<file path="src/hdl/sha1_pkg.sv">
// Shared types, constants and command struct for the SHA-1 engine.
package sha1_pkg;

  typedef enum logic [2:0] {
    ST_IDLE,
    ST_PAD,
    ST_COMP,
    ST_ADD,
    ST_OUT
  } state_e;

  typedef enum logic [1:0] {
    SRC_DATA,
    SRC_MARK,
    SRC_ZERO,
    SRC_LEN
  } src_e;

  localparam int unsigned NumWords = 5;
  localparam int unsigned NumRounds = 80;
  localparam logic [6:0] LastRound = 7'(NumRounds - 1);
  localparam logic [2:0] LastWord = 3'(NumWords - 1);
  localparam logic [5:0] LastSlot = 6'd63;
  localparam logic [5:0] LenSlot = 6'd56;
  localparam logic [7:0] PadMark = 8'h80;

  localparam logic [31:0] IvWord [NumWords] = '{
    32'h67452301, 32'hEFCDAB89, 32'h98BADCFE, 32'h10325476, 32'hC3D2E1F0
  };

  localparam logic [31:0] K0 = 32'h5A827999;
  localparam logic [31:0] K1 = 32'h6ED9EBA1;
  localparam logic [31:0] K2 = 32'h8F1BBCDC;
  localparam logic [31:0] K3 = 32'hCA62C1D6;

  typedef struct packed {
    logic       shift_byte;
    src_e       src;
    logic [2:0] len_sel;
    logic       count_inc;
    logic       load_work;
    logic       round_en;
    logic [6:0] round;
    logic       add_chain;
    logic       reset_msg;
    logic [2:0] out_sel;
  } dp_cmd_t;

endpackage

</file>
<file path="src/hdl/sha1_hash_engine_unit.sv">
// Top level of the byte-serial SHA-1 engine: controller plus datapath.
//
// Message bytes enter one per request; a request with last_byte_i set ends the
// message (with or without a byte of its own), after which the 160-bit digest
// leaves as five 32-bit words, most significant first, and the engine starts
// over for the next message. Every 64th byte starts a block compression (80
// rounds on one shared round unit, after the round registers are loaded with
// the last byte, then a step that folds the result into the chaining value),
// during which no request is taken. At the end of a message the padding is
// shifted in one byte per cycle up to the end of the block, followed by one or
// two compressions and then five output words.
module sha1_hash_engine_unit (
  input  logic        clk_i,
  input  logic        rst_ni,
  input  logic        in_valid_i,
  output logic        in_ready_o,
  input  logic [7:0]  data_byte_i,
  input  logic        has_byte_i,
  input  logic        last_byte_i,
  output logic        out_valid_o,
  input  logic        out_ready_i,
  output logic [31:0] digest_word_o,
  output logic [2:0]  word_index_o,
  output logic        last_word_o
);

  sha1_pkg::dp_cmd_t cmd;

  sha1_ctrl u_ctrl (
    .clk_i        (clk_i),
    .rst_ni       (rst_ni),
    .in_valid_i   (in_valid_i),
    .in_ready_o   (in_ready_o),
    .has_byte_i   (has_byte_i),
    .last_byte_i  (last_byte_i),
    .out_valid_o  (out_valid_o),
    .out_ready_i  (out_ready_i),
    .word_index_o (word_index_o),
    .last_word_o  (last_word_o),
    .cmd_o        (cmd)
  );

  sha1_datapath u_datapath (
    .clk_i         (clk_i),
    .rst_ni        (rst_ni),
    .cmd_i         (cmd),
    .data_byte_i   (data_byte_i),
    .digest_word_o (digest_word_o)
  );

endmodule

</file>
<file path="src/hdl/sha1_datapath.sv">
// Datapath: block shift register, round registers, chaining value and length count.
module sha1_datapath (
  input  logic              clk_i,
  input  logic              rst_ni,
  input  sha1_pkg::dp_cmd_t cmd_i,
  input  logic [7:0]        data_byte_i,
  output logic [31:0]       digest_word_o
);

  logic [511:0] blk_q, blk_d;
  logic [31:0]  chain_q [sha1_pkg::NumWords];
  logic [31:0]  chain_d [sha1_pkg::NumWords];
  logic [31:0]  a_q, b_q, c_q, d_q, e_q;
  logic [31:0]  a_d, b_d, c_d, d_d, e_d;
  logic [60:0]  byte_cnt_q, byte_cnt_d;

  logic [63:0]  len_bits;
  logic [63:0]  len_shift;
  logic [7:0]   push_byte;
  logic [31:0]  w0, w2, w8, w13, sched_x, sched_new;
  logic [31:0]  f_val, k_val, t_val;

  assign len_bits  = {byte_cnt_q, 3'b000};
  assign len_shift = len_bits >> {~cmd_i.len_sel, 3'b000};

  always_comb begin
    case (cmd_i.src)
      sha1_pkg::SRC_DATA: push_byte = data_byte_i;
      sha1_pkg::SRC_MARK: push_byte = sha1_pkg::PadMark;
      sha1_pkg::SRC_LEN:  push_byte = len_shift[7:0];
      default:            push_byte = 8'h00;
    endcase
  end

  // The oldest schedule word sits at the top of the shift register.
  assign w0  = blk_q[511:480];
  assign w2  = blk_q[447:416];
  assign w8  = blk_q[255:224];
  assign w13 = blk_q[95:64];
  assign sched_x   = w13 ^ w8 ^ w2 ^ w0;
  assign sched_new = {sched_x[30:0], sched_x[31]};

  always_comb begin
    if (cmd_i.round < 7'd20) begin
      f_val = (b_q & c_q) | (~b_q & d_q);
      k_val = sha1_pkg::K0;
    end else if (cmd_i.round < 7'd40) begin
      f_val = b_q ^ c_q ^ d_q;
      k_val = sha1_pkg::K1;
    end else if (cmd_i.round < 7'd60) begin
      f_val = (b_q & c_q) | (b_q & d_q) | (c_q & d_q);
      k_val = sha1_pkg::K2;
    end else begin
      f_val = b_q ^ c_q ^ d_q;
      k_val = sha1_pkg::K3;
    end
  end

  assign t_val = {a_q[26:0], a_q[31:27]} + f_val + e_q + w0 + k_val;

  always_comb begin
    blk_d = blk_q;
    a_d = a_q;
    b_d = b_q;
    c_d = c_q;
    d_d = d_q;
    e_d = e_q;
    byte_cnt_d = byte_cnt_q;
    for (int i = 0; i < sha1_pkg::NumWords; i++) begin
      chain_d[i] = chain_q[i];
    end

    if (cmd_i.shift_byte) begin
      blk_d = {blk_q[503:0], push_byte};
    end else if (cmd_i.round_en) begin
      blk_d = {blk_q[479:0], sched_new};
    end

    if (cmd_i.load_work) begin
      a_d = chain_q[0];
      b_d = chain_q[1];
      c_d = chain_q[2];
      d_d = chain_q[3];
      e_d = chain_q[4];
    end else if (cmd_i.round_en) begin
      a_d = t_val;
      b_d = a_q;
      c_d = {b_q[1:0], b_q[31:2]};
      d_d = c_q;
      e_d = d_q;
    end

    if (cmd_i.count_inc) begin
      byte_cnt_d = byte_cnt_q + 61'd1;
    end

    if (cmd_i.add_chain) begin
      chain_d[0] = chain_q[0] + a_q;
      chain_d[1] = chain_q[1] + b_q;
      chain_d[2] = chain_q[2] + c_q;
      chain_d[3] = chain_q[3] + d_q;
      chain_d[4] = chain_q[4] + e_q;
    end

    if (cmd_i.reset_msg) begin
      byte_cnt_d = '0;
      for (int i = 0; i < sha1_pkg::NumWords; i++) begin
        chain_d[i] = sha1_pkg::IvWord[i];
      end
    end
  end

  always_ff @(posedge clk_i) begin
    blk_q <= blk_d;
    a_q   <= a_d;
    b_q   <= b_d;
    c_q   <= c_d;
    d_q   <= d_d;
    e_q   <= e_d;
  end

  always_ff @(posedge clk_i or negedge rst_ni) begin
    if (!rst_ni) begin
      byte_cnt_q <= '0;
      for (int i = 0; i < sha1_pkg::NumWords; i++) begin
        chain_q[i] <= sha1_pkg::IvWord[i];
      end
    end else begin
      byte_cnt_q <= byte_cnt_d;
      for (int i = 0; i < sha1_pkg::NumWords; i++) begin
        chain_q[i] <= chain_d[i];
      end
    end
  end

  always_comb begin
    case (cmd_i.out_sel)
      3'd0:    digest_word_o = chain_q[0];
      3'd1:    digest_word_o = chain_q[1];
      3'd2:    digest_word_o = chain_q[2];
      3'd3:    digest_word_o = chain_q[3];
      3'd4:    digest_word_o = chain_q[4];
      default: digest_word_o = chain_q[0];
    endcase
  end

endmodule

</file>
<file path="src/hdl/sha1_ctrl.sv">
// Controller: byte position, padding sequence, round counter and digest output.
module sha1_ctrl (
  input  logic              clk_i,
  input  logic              rst_ni,
  input  logic              in_valid_i,
  output logic              in_ready_o,
  input  logic              has_byte_i,
  input  logic              last_byte_i,
  output logic              out_valid_o,
  input  logic              out_ready_i,
  output logic [2:0]        word_index_o,
  output logic              last_word_o,
  output sha1_pkg::dp_cmd_t cmd_o
);

  sha1_pkg::state_e state_q, state_d;
  logic [5:0] pos_q, pos_d;
  logic [6:0] round_q, round_d;
  logic [2:0] out_idx_q, out_idx_d;
  logic       pad_q, pad_d;
  logic       mark_q, mark_d;
  logic       len_q, len_d;
  logic       len_mode;

  always_ff @(posedge clk_i or negedge rst_ni) begin
    if (!rst_ni) begin
      state_q   <= sha1_pkg::ST_IDLE;
      pos_q     <= '0;
      round_q   <= '0;
      out_idx_q <= '0;
      pad_q     <= 1'b0;
      mark_q    <= 1'b0;
      len_q     <= 1'b0;
    end else begin
      state_q   <= state_d;
      pos_q     <= pos_d;
      round_q   <= round_d;
      out_idx_q <= out_idx_d;
      pad_q     <= pad_d;
      mark_q    <= mark_d;
      len_q     <= len_d;
    end
  end

  // The length field starts at slot 56 once the pad marker is in place.
  assign len_mode = len_q | (mark_q & (pos_q == sha1_pkg::LenSlot));

  always_comb begin
    state_d   = state_q;
    pos_d     = pos_q;
    round_d   = round_q;
    out_idx_d = out_idx_q;
    pad_d     = pad_q;
    mark_d    = mark_q;
    len_d     = len_q;

    cmd_o.shift_byte = 1'b0;
    cmd_o.src        = sha1_pkg::SRC_DATA;
    cmd_o.len_sel    = pos_q[2:0];
    cmd_o.count_inc  = 1'b0;
    cmd_o.load_work  = 1'b0;
    cmd_o.round_en   = 1'b0;
    cmd_o.round      = round_q;
    cmd_o.add_chain  = 1'b0;
    cmd_o.reset_msg  = 1'b0;
    cmd_o.out_sel    = out_idx_q;

    in_ready_o  = 1'b0;
    out_valid_o = 1'b0;

    case (state_q)
      sha1_pkg::ST_IDLE: begin
        in_ready_o = 1'b1;
        if (in_valid_i) begin
          pad_d = last_byte_i;
          if (last_byte_i) begin
            state_d = sha1_pkg::ST_PAD;
          end
          if (has_byte_i) begin
            cmd_o.shift_byte = 1'b1;
            cmd_o.count_inc  = 1'b1;
            pos_d = pos_q + 6'd1;
            // A full block is compressed before any padding is added.
            if (pos_q == sha1_pkg::LastSlot) begin
              cmd_o.load_work = 1'b1;
              state_d = sha1_pkg::ST_COMP;
            end
          end
        end
      end

      sha1_pkg::ST_PAD: begin
        cmd_o.shift_byte = 1'b1;
        if (!mark_q) begin
          cmd_o.src = sha1_pkg::SRC_MARK;
          mark_d = 1'b1;
        end else if (len_mode) begin
          cmd_o.src = sha1_pkg::SRC_LEN;
          len_d = 1'b1;
        end else begin
          cmd_o.src = sha1_pkg::SRC_ZERO;
        end
        pos_d = pos_q + 6'd1;
        if (pos_q == sha1_pkg::LastSlot) begin
          cmd_o.load_work = 1'b1;
          state_d = sha1_pkg::ST_COMP;
        end
      end

      sha1_pkg::ST_COMP: begin
        cmd_o.round_en = 1'b1;
        round_d = round_q + 7'd1;
        if (round_q == sha1_pkg::LastRound) begin
          round_d = '0;
          state_d = sha1_pkg::ST_ADD;
        end
      end

      sha1_pkg::ST_ADD: begin
        cmd_o.add_chain = 1'b1;
        if (len_q) begin
          state_d = sha1_pkg::ST_OUT;
        end else if (pad_q) begin
          state_d = sha1_pkg::ST_PAD;
        end else begin
          state_d = sha1_pkg::ST_IDLE;
        end
      end

      sha1_pkg::ST_OUT: begin
        out_valid_o = 1'b1;
        if (out_ready_i) begin
          if (out_idx_q == sha1_pkg::LastWord) begin
            cmd_o.reset_msg = 1'b1;
            out_idx_d = '0;
            pos_d     = '0;
            pad_d     = 1'b0;
            mark_d    = 1'b0;
            len_d     = 1'b0;
            state_d   = sha1_pkg::ST_IDLE;
          end else begin
            out_idx_d = out_idx_q + 3'd1;
          end
        end
      end

      default: begin
        state_d = sha1_pkg::ST_IDLE;
      end
    endcase
  end

  assign word_index_o = out_idx_q;
  assign last_word_o  = (out_idx_q == sha1_pkg::LastWord);

endmodule
</file>
<file path="config.mk">
export PLATFORM = sky130hd
export DESIGN_NAME = sha1_hash_engine_unit
export DESIGN_NICKNAME = d
export VERILOG_FILES = /design/src/hdl/sha1_pkg.sv /design/src/hdl/sha1_hash_engine_unit.sv /design/src/hdl/sha1_datapath.sv /design/src/hdl/sha1_ctrl.sv
export SDC_FILE = /design/constraint.sdc
export NUM_CORES = 2
export LEC_CHECK = 0
export ABC_CLOCK_PERIOD_IN_PS = 19900
export BUFFER_PORTS_ARGS = -buffer_cell sky130_fd_sc_hd__buf_2
export CORE_MARGIN = 5
export CORE_UTILIZATION = 40
export DETAILED_ROUTE_END_ITERATION = 12
export HOLD_SLACK_MARGIN = 0.05
export SLEW_MARGIN = 20
export SYNTH_ARGS = -nofsm -noshare
export SYNTH_HDL_FRONTEND = slang
export SYNTH_SLANG_ARGS = --single-unit
</file>
<file path="constraint.sdc">
create_clock -name clk_i -period 19.9 [get_ports clk_i]
set_input_delay 0.995 -clock clk_i [delete_from_list [all_inputs] [get_ports clk_i]]
set_output_delay 0.995 -clock clk_i [all_outputs]
set_load 0.05 [all_outputs]
</file>
; ---- Yosys cells after proc, flatten, opt, wreduce, memory -nomap -nowiden
; Cells that the tools add are included.
[op_classes]
n_addsub = 13
multipliers = 0
n_div = 0
n_lt_le_gt_ge = 3
eq_ne = 21
shifts = 1
mux = 68
n_bitwise = 16
n_reduce_logical = 15
[ops]
columns = op, n
row1 = $mux 512, 2
row2 = $mux 32, 15
row3 = $mux 160, 2
row4 = $add 32x32->32, 9
row5 = $xor 32x32->32, 5
row6 = $and 32x32->32, 4
row7 = $pmux 32 s4, 1
row8 = $mux 61, 2
row9 = $or 32x32->32, 3
row10 = $shr 64x6->8, 1
row11 = $add 61x1->61 const B, 1
row12 = $not 32->32, 1
row13 = $mux 31, 1
row14 = $mux 3, 10
row15 = $mux 6, 4
row16 = $pmux 8 s3, 1
row17 = $mux 1, 18
row18 = $pmux 6 s3, 1
row19 = $pmux 3 s5, 1
row20 = $reduce_and 5->1, 3
row21 = $lt 7x6->1 const B, 2
row22 = $eq 3x2->1 const B, 4
row23 = $eq 6x6->1 const B, 2
row24 = $reduce_bool 2->1, 6
row25 = 23 further kinds, 38
[word_totals]
regBits = 915
latchBits = 0
ram_bits = 0
mem_bits_ro = 0
input_bits = 14
n_memories = 0

; ---- Longest topological paths before layout
[depth]
depth_word = 12
ltp_mapped = 28
depth_no_buf = 26

; ---- By module
; A second synthesis with hierarchy kept.
[hier_totals]
hier_cells = 4473
area_unflattened_um2 = 53611.4
[modules_own_cells]
columns = module, instances, cells_per_inst, area_per_inst_um2, seq_area_each_um2
row1 = sha1_datapath, 1, 4324, 52268.9, 25809.8
row2 = sha1_ctrl, 1, 149, 1342.5, 550.5

; ---- Worst setup path after synthesis
; No wires, ideal clock.
[synth_path]
kind = input port to flip-flop
from = input in_valid_i
to = register u_datapath.blk_q[0], enable pin
setup_time_ns = 3.633
arrival_ns = 10.340
required_ns = 16.267
path_slack_ns = 5.927
path_stages = 6
path_buffers = 3
cell_sequence = a21oi_1 -> nand2b_1 -> clkbuf_1 -> clkbuf_1 -> clkbuf_1 -> nand2_1
[synth_between]
elab_chain_len = 3
[synth_lines]
columns = item, line
row1 = start: declaration, sha1_hash_engine_unit.sv:15  ; input logic in_valid_i,
row2 = $mux 1, sha1_ctrl.sv:74  ; if (in_valid_i) begin
row3 = $pmux 1 s2, sha1_ctrl.sv:71  ; case (state_q)
row4 = $reduce_bool 2->1 (no line), n/a
row5 = end signal: assignment, sha1_datapath.sv:114  ; blk_q <= blk_d;
row6 = end: declaration, sha1_datapath.sv:10  ; logic [511:0] blk_q, blk_d;
; No other way between the ends.
; A chain may end at the register's enable or synchronous reset.

; ---- Final worst setup path
[layout_path]
from = register u_ctrl.round_q[4]
to = register u_datapath.a_q[31], data pin
[layout_between]
elab_chain_len = 10
word_cells_on_any_way = 15
cone_classes = add/sub (4) / order compare (3) / mux (8)
[layout_lines]
columns = item, line
row1 = start: declaration, sha1_ctrl.sv:18  ; logic [6:0] round_q, round_d;
row2 = start signal: assignment, sha1_ctrl.sv:37  ; round_q <= round_d;
row3 = $lt 7x6->1, sha1_datapath.sv:50  ; end else if (cmd_i.round < 7'd60) begin
row4 = $mux 32, sha1_datapath.sv:50
row5 = $mux 32, sha1_datapath.sv:47  ; end else if (cmd_i.round < 7'd40) begin
row6 = $mux 32, sha1_datapath.sv:44  ; if (cmd_i.round < 7'd20) begin
row7 = $add 32x32->32 (3 in a row), sha1_datapath.sv:59  ; assign t_val = {a_q[26:0], a_q[31:27]} + f_val + e_q + w0 + k_val;
row8 = $add 32x32->32 *, sha1_datapath.sv:59
row9 = $mux 32 *, sha1_datapath.sv:85  ; end else if (cmd_i.round_en) begin
row10 = $mux 32 *, sha1_datapath.sv:79  ; if (cmd_i.load_work) begin
row11 = named net u_datapath.a_d[31], sha1_datapath.sv:14  ; logic [31:0] a_d, b_d, c_d, d_d, e_d;
row12 = end signal: assignment, sha1_datapath.sv:115  ; a_q <= a_d;
row13 = end: declaration, sha1_datapath.sv:13  ; logic [31:0] a_q, b_q, c_q, d_q, e_q;
; Mark *: on every way through the listed nets, which the timed path passes. The rest lies on a longest branch. The select of a mux whose other input is x is not followed.

==> metrics.md <==
| Metric | Value |
|---|---|
| Syn Std Cell Area | `53300 sq um` |
| Hold Crit Class | `in -> async` |
| Beginning of the worst register-to-register path | `u_ctrl.round_q[4]` |
| FP Rows | `134` |
| Yosys cell types | `90` |
| Post-synth ARST share | `26.6%` |
| Pwr/cell area | `159 nW/um^2` |
| First-pass GRT wire length | `230000 microns` |
| Hold_buf cts | `0` |
| YS warnings | `0` |
| Worst R2R End | `u_datapath.a_q[31]` |
| Final layout net count | `5973` |
| Commonest non-fill, non-tap cells in the layout | `nand2_1, edfxtp_1, nor2_1` |
| Clk Tree Root Cell | `clkbuf_16` |
| Critical Path RT | `20.33 ns` |
| Utilization after layout | `43.9%` |
| Critical Path Slowest Stage Cell | `a41oi_1` |
| Sequential Area | `26400 sq um` |
| RSZ-0062 raised after global routing | `no` |
| Final hold vios | `0` |
| Worst-Margin Slew | `1.07 ns` |
| Metal2 WL | `66900 microns` |
| Rel. slew slack | `28.8%` |
| Clock Latency Late Sink | `0.72 ns` |
| N_diodes | `0` |
| First-pass DRT Iterations | `6` |
| CP most frequent cell | `fa_1` |
| Top Ports | `52` |
| Resized Gates After CTS | `0` |
| Starting Density | `40.1%` |
| Vias in the first global route | `39172` |
| Clock transition at path regs | `0.06 ns` |
| Register area share after synthesis | `49.5%` |
| Post-Syn Area per Cell | `9.40 sq um` |
| DR vias/cell | `5.40` |
| R2R Setup Slk | `12.59 ns` |
| Min Tclk post-route | `7.31 ns` |
| Flop pwr share | `40.9%` |
| All-Layer GR Usage | `20.6%` |
| Top_reg_cell synth | `edfxtp_1` |
| Die Wd | `375 microns` |
| Routed WL | `148000 microns` |
| HPWL Detailed | `103000 microns` |
| Antenna violations before repair | `1` |
| Setup crit end | `u_datapath.a_q[31]` |
| Critical path fanouts, max | `35` |
| Flops & latches, synth | `915` |
| Final TNS setup | `0 ns` |
| CTS tree | `done` |
| Max-slew violation count | `0` |
| Fmax | `137 MHz` |
| Crit. Startpoint | `u_ctrl.round_q[4]` |
| Cell area after placement | `55200 sq um` |
| Fillers | `12768` |
| Maximum vdd drop | `0.127 mV` |
| M1 wire length | `66600 microns` |
| P_leak | `25.3 nW` |
| Crit path kind | `reg -> reg` |
| Share of cells above drive strength 1 | `6.71%` |
| DIE AREA | `141000 sq um` |
| Die height | `375 microns` |
| Startpoint types | `flip-flop` |
| Core area | `133000 sq um` |
| Cells on worst reg2reg path | `26` |
| I/O Buffers | `51` |
| Switching share of power | `39.9%` |
| Worst-case clock buffer depth | `3` |
| DRC violations left | `0` |
| Logic pwr share | `39.2%` |
| Met3 WL | `9860 microns` |
| Gpl congestion | `0.954` |
| Status | `complete, no violations` |
| Design area | `58400 sq um` |
| Area occupied by multi-input gates | `25100 sq um` |
| Hold_ws | `0.276 ns` |
| Most common cell after layout, fill and taps aside | `nand2_1` |
| Switch Pwr | `3.72 mW` |
| Largest stage delay, worst path | `0.59 ns` |
| Total power draw | `9.31 mW` |
| Initial DRC count | `3859` |
| Final Cycle Share | `36.7%` |
| CP endpoint kind | `flip-flop` |
| Postcts setup bufs | `0` |
| Grt ovf | `0` |
| Setup violators final | `0` |
| Number of buffers created by CTS | `103` |
| Number of synthesized flops with an enable pin | `672` |
| Pint | `5.59 mW` |
| Area Overhead vs Synth | `9.67%` |
| # Max-Cap Violations | `0` |
| Cells after Synth | `5669` |
| Arrival @ worst endpoint | `7.74 ns` |
| Synthesized Nets | `6036` |
| Largest net degree at the start of global routing | `234` |
| H-tree levels | `3` |
| Avg WL per Cell | `19.8 microns` |
| Clock Sinks | `915` |
| Synth area leaders | `edfxtp_1, nand2_1, dfrtp_1` |
| Top Metal Used | `met4` |
| Via count | `40302` |
| Area leader, netlist | `edfxtp_1` |
| Post-DRT Antenna Nets | `0` |
| Clock share of power | `19.9%` |
| Clk_skew | `0.0594 ns` |
| Top cell type's share of synthesized area | `37.9%` |
[power groups by stage]
| stage | Combinational (mW) | Sequential, mW | Clock [mW] |
|---|---|---|---|
| 2_1_floorplan | 2.81 | 3.80 | 0 |
| 5_1_grt | 4.12 | 3.90 | 1.98 |
| 3_3_place_gp | 3.58 | 3.82 | 0 |
| 6_report | 3.65 | 3.81 | 1.86 |
| 3_5_place_dp | 3.64 | 3.82 | 0 |
| 4_1_cts | 3.66 | 3.80 | 1.90 |
[routing by layer]
metal / global-route usage (%) / vias up
met3: 3.21 / 217
met1: 29.4 / 19700
li1: - / 19172
met4: 6.65 / 0
met2: 32.3 / 1213
met5: 0 / -
[state kept, by name, summed over array words and instances, names as in the netlist]
name / flops
u_datapath.blk_q: 512
u_datapath.chain_q: 160
u_ctrl.state_q: 3
u_datapath.b_q: 32
u_datapath.byte_cnt_q: 61
u_datapath.e_q: 32
u_ctrl.mark_q: 1
u_datapath.d_q: 32
u_ctrl.word_index_o: 3
u_ctrl.pos_q: 6
u_ctrl.len_q: 1
u_ctrl.pad_q: 1
u_ctrl.round_q: 7
u_datapath.c_q: 32
u_datapath.a_q: 32
[through the flow]
| step | worst slack [ns] | instances |
|---|---|---|
| after floorplan | 5.93 | 5669 |
| after global placement | 12.74 | 7269 |
| after detailed placement | 12.67 | 7269 |
| after CTS | 12.59 | 7463 |
| after global routing | 12.13 | 7463 |
| final | 12.59 | 7463 |
[kinds of logic (layout without fill, tap and decap cells)]
family	Yosys count	in the layout	synth area share [%]
AOI/OAI and AO/OA	920	920	10.7
adders and majority gates	353	353	10.0
buffers and inverters	492	518	3.54
muxes	24	24	0.766
DFF	915	915	49.5
xor gates and xnor gates	310	310	5.10
and+or+nand+nor	2655	2655	20.4
[synthesized netlist by cell type, types with 11 or more instances]
master	number
a211oi_1	23
a21o_1	63
a21oi_1	236
a22oi_1	70
a31o_2	11
a31oi_1	50
and2_1	11
and3_1	19
clkbuf_1	249
dfrtp_1	163
dfstp_2	80
edfxtp_1	672
fa_1	124
ha_1	229
inv_1	228
mux4_2	12
nand2_1	2002
nand2b_1	33
nand3_1	86
nand4_1	36
nor2_1	290
nor2b_1	44
nor3_1	56
o211ai_1	13
o21a_1	33
o21ai_0	269
o21bai_1	18
o221ai_1	14
o22ai_1	11
o31ai_1	20
o32ai_1	22
or3_1	17
xnor2_1	196
xor2_1	114
[final cells by class]
class	instances	share of cell area (%)
inverter	229	1.47
timing repair buffer	95	1.08
clock buffer	137	4.79
multi-input combinational	4262	43.0
tap	1768	3.79
sequential	915	45.1
clock inverter	57	0.792
[critical path: cells and delay by family, from the launching register on]
kind	cells	cell delay (ns)
simple gates	3	0.45
flops	1	0.47
buf+inv	6	0.92
xor+xnor	1	0.19
fa+ha+maj	5	1.78
compound gates	11	3.15
[worst min path at each step]
| stage | from | depth (start not counted) | end |
|---|---|---|---|
| after CTS | rst_ni | 1 | u_datapath.chain_q[102] |
| after global placement | u_ctrl.pad_q | 2 | u_ctrl.pad_q |
| after detailed placement | u_ctrl.pad_q | 2 | u_ctrl.pad_q |
| final | rst_ni | 1 | u_datapath.chain_q[102] |
| after global routing | rst_ni | 1 | u_datapath.chain_q[101] |
| after floorplan | u_ctrl.pad_q | 2 | u_ctrl.pad_q |
Power figures use the tool's default switching activity.
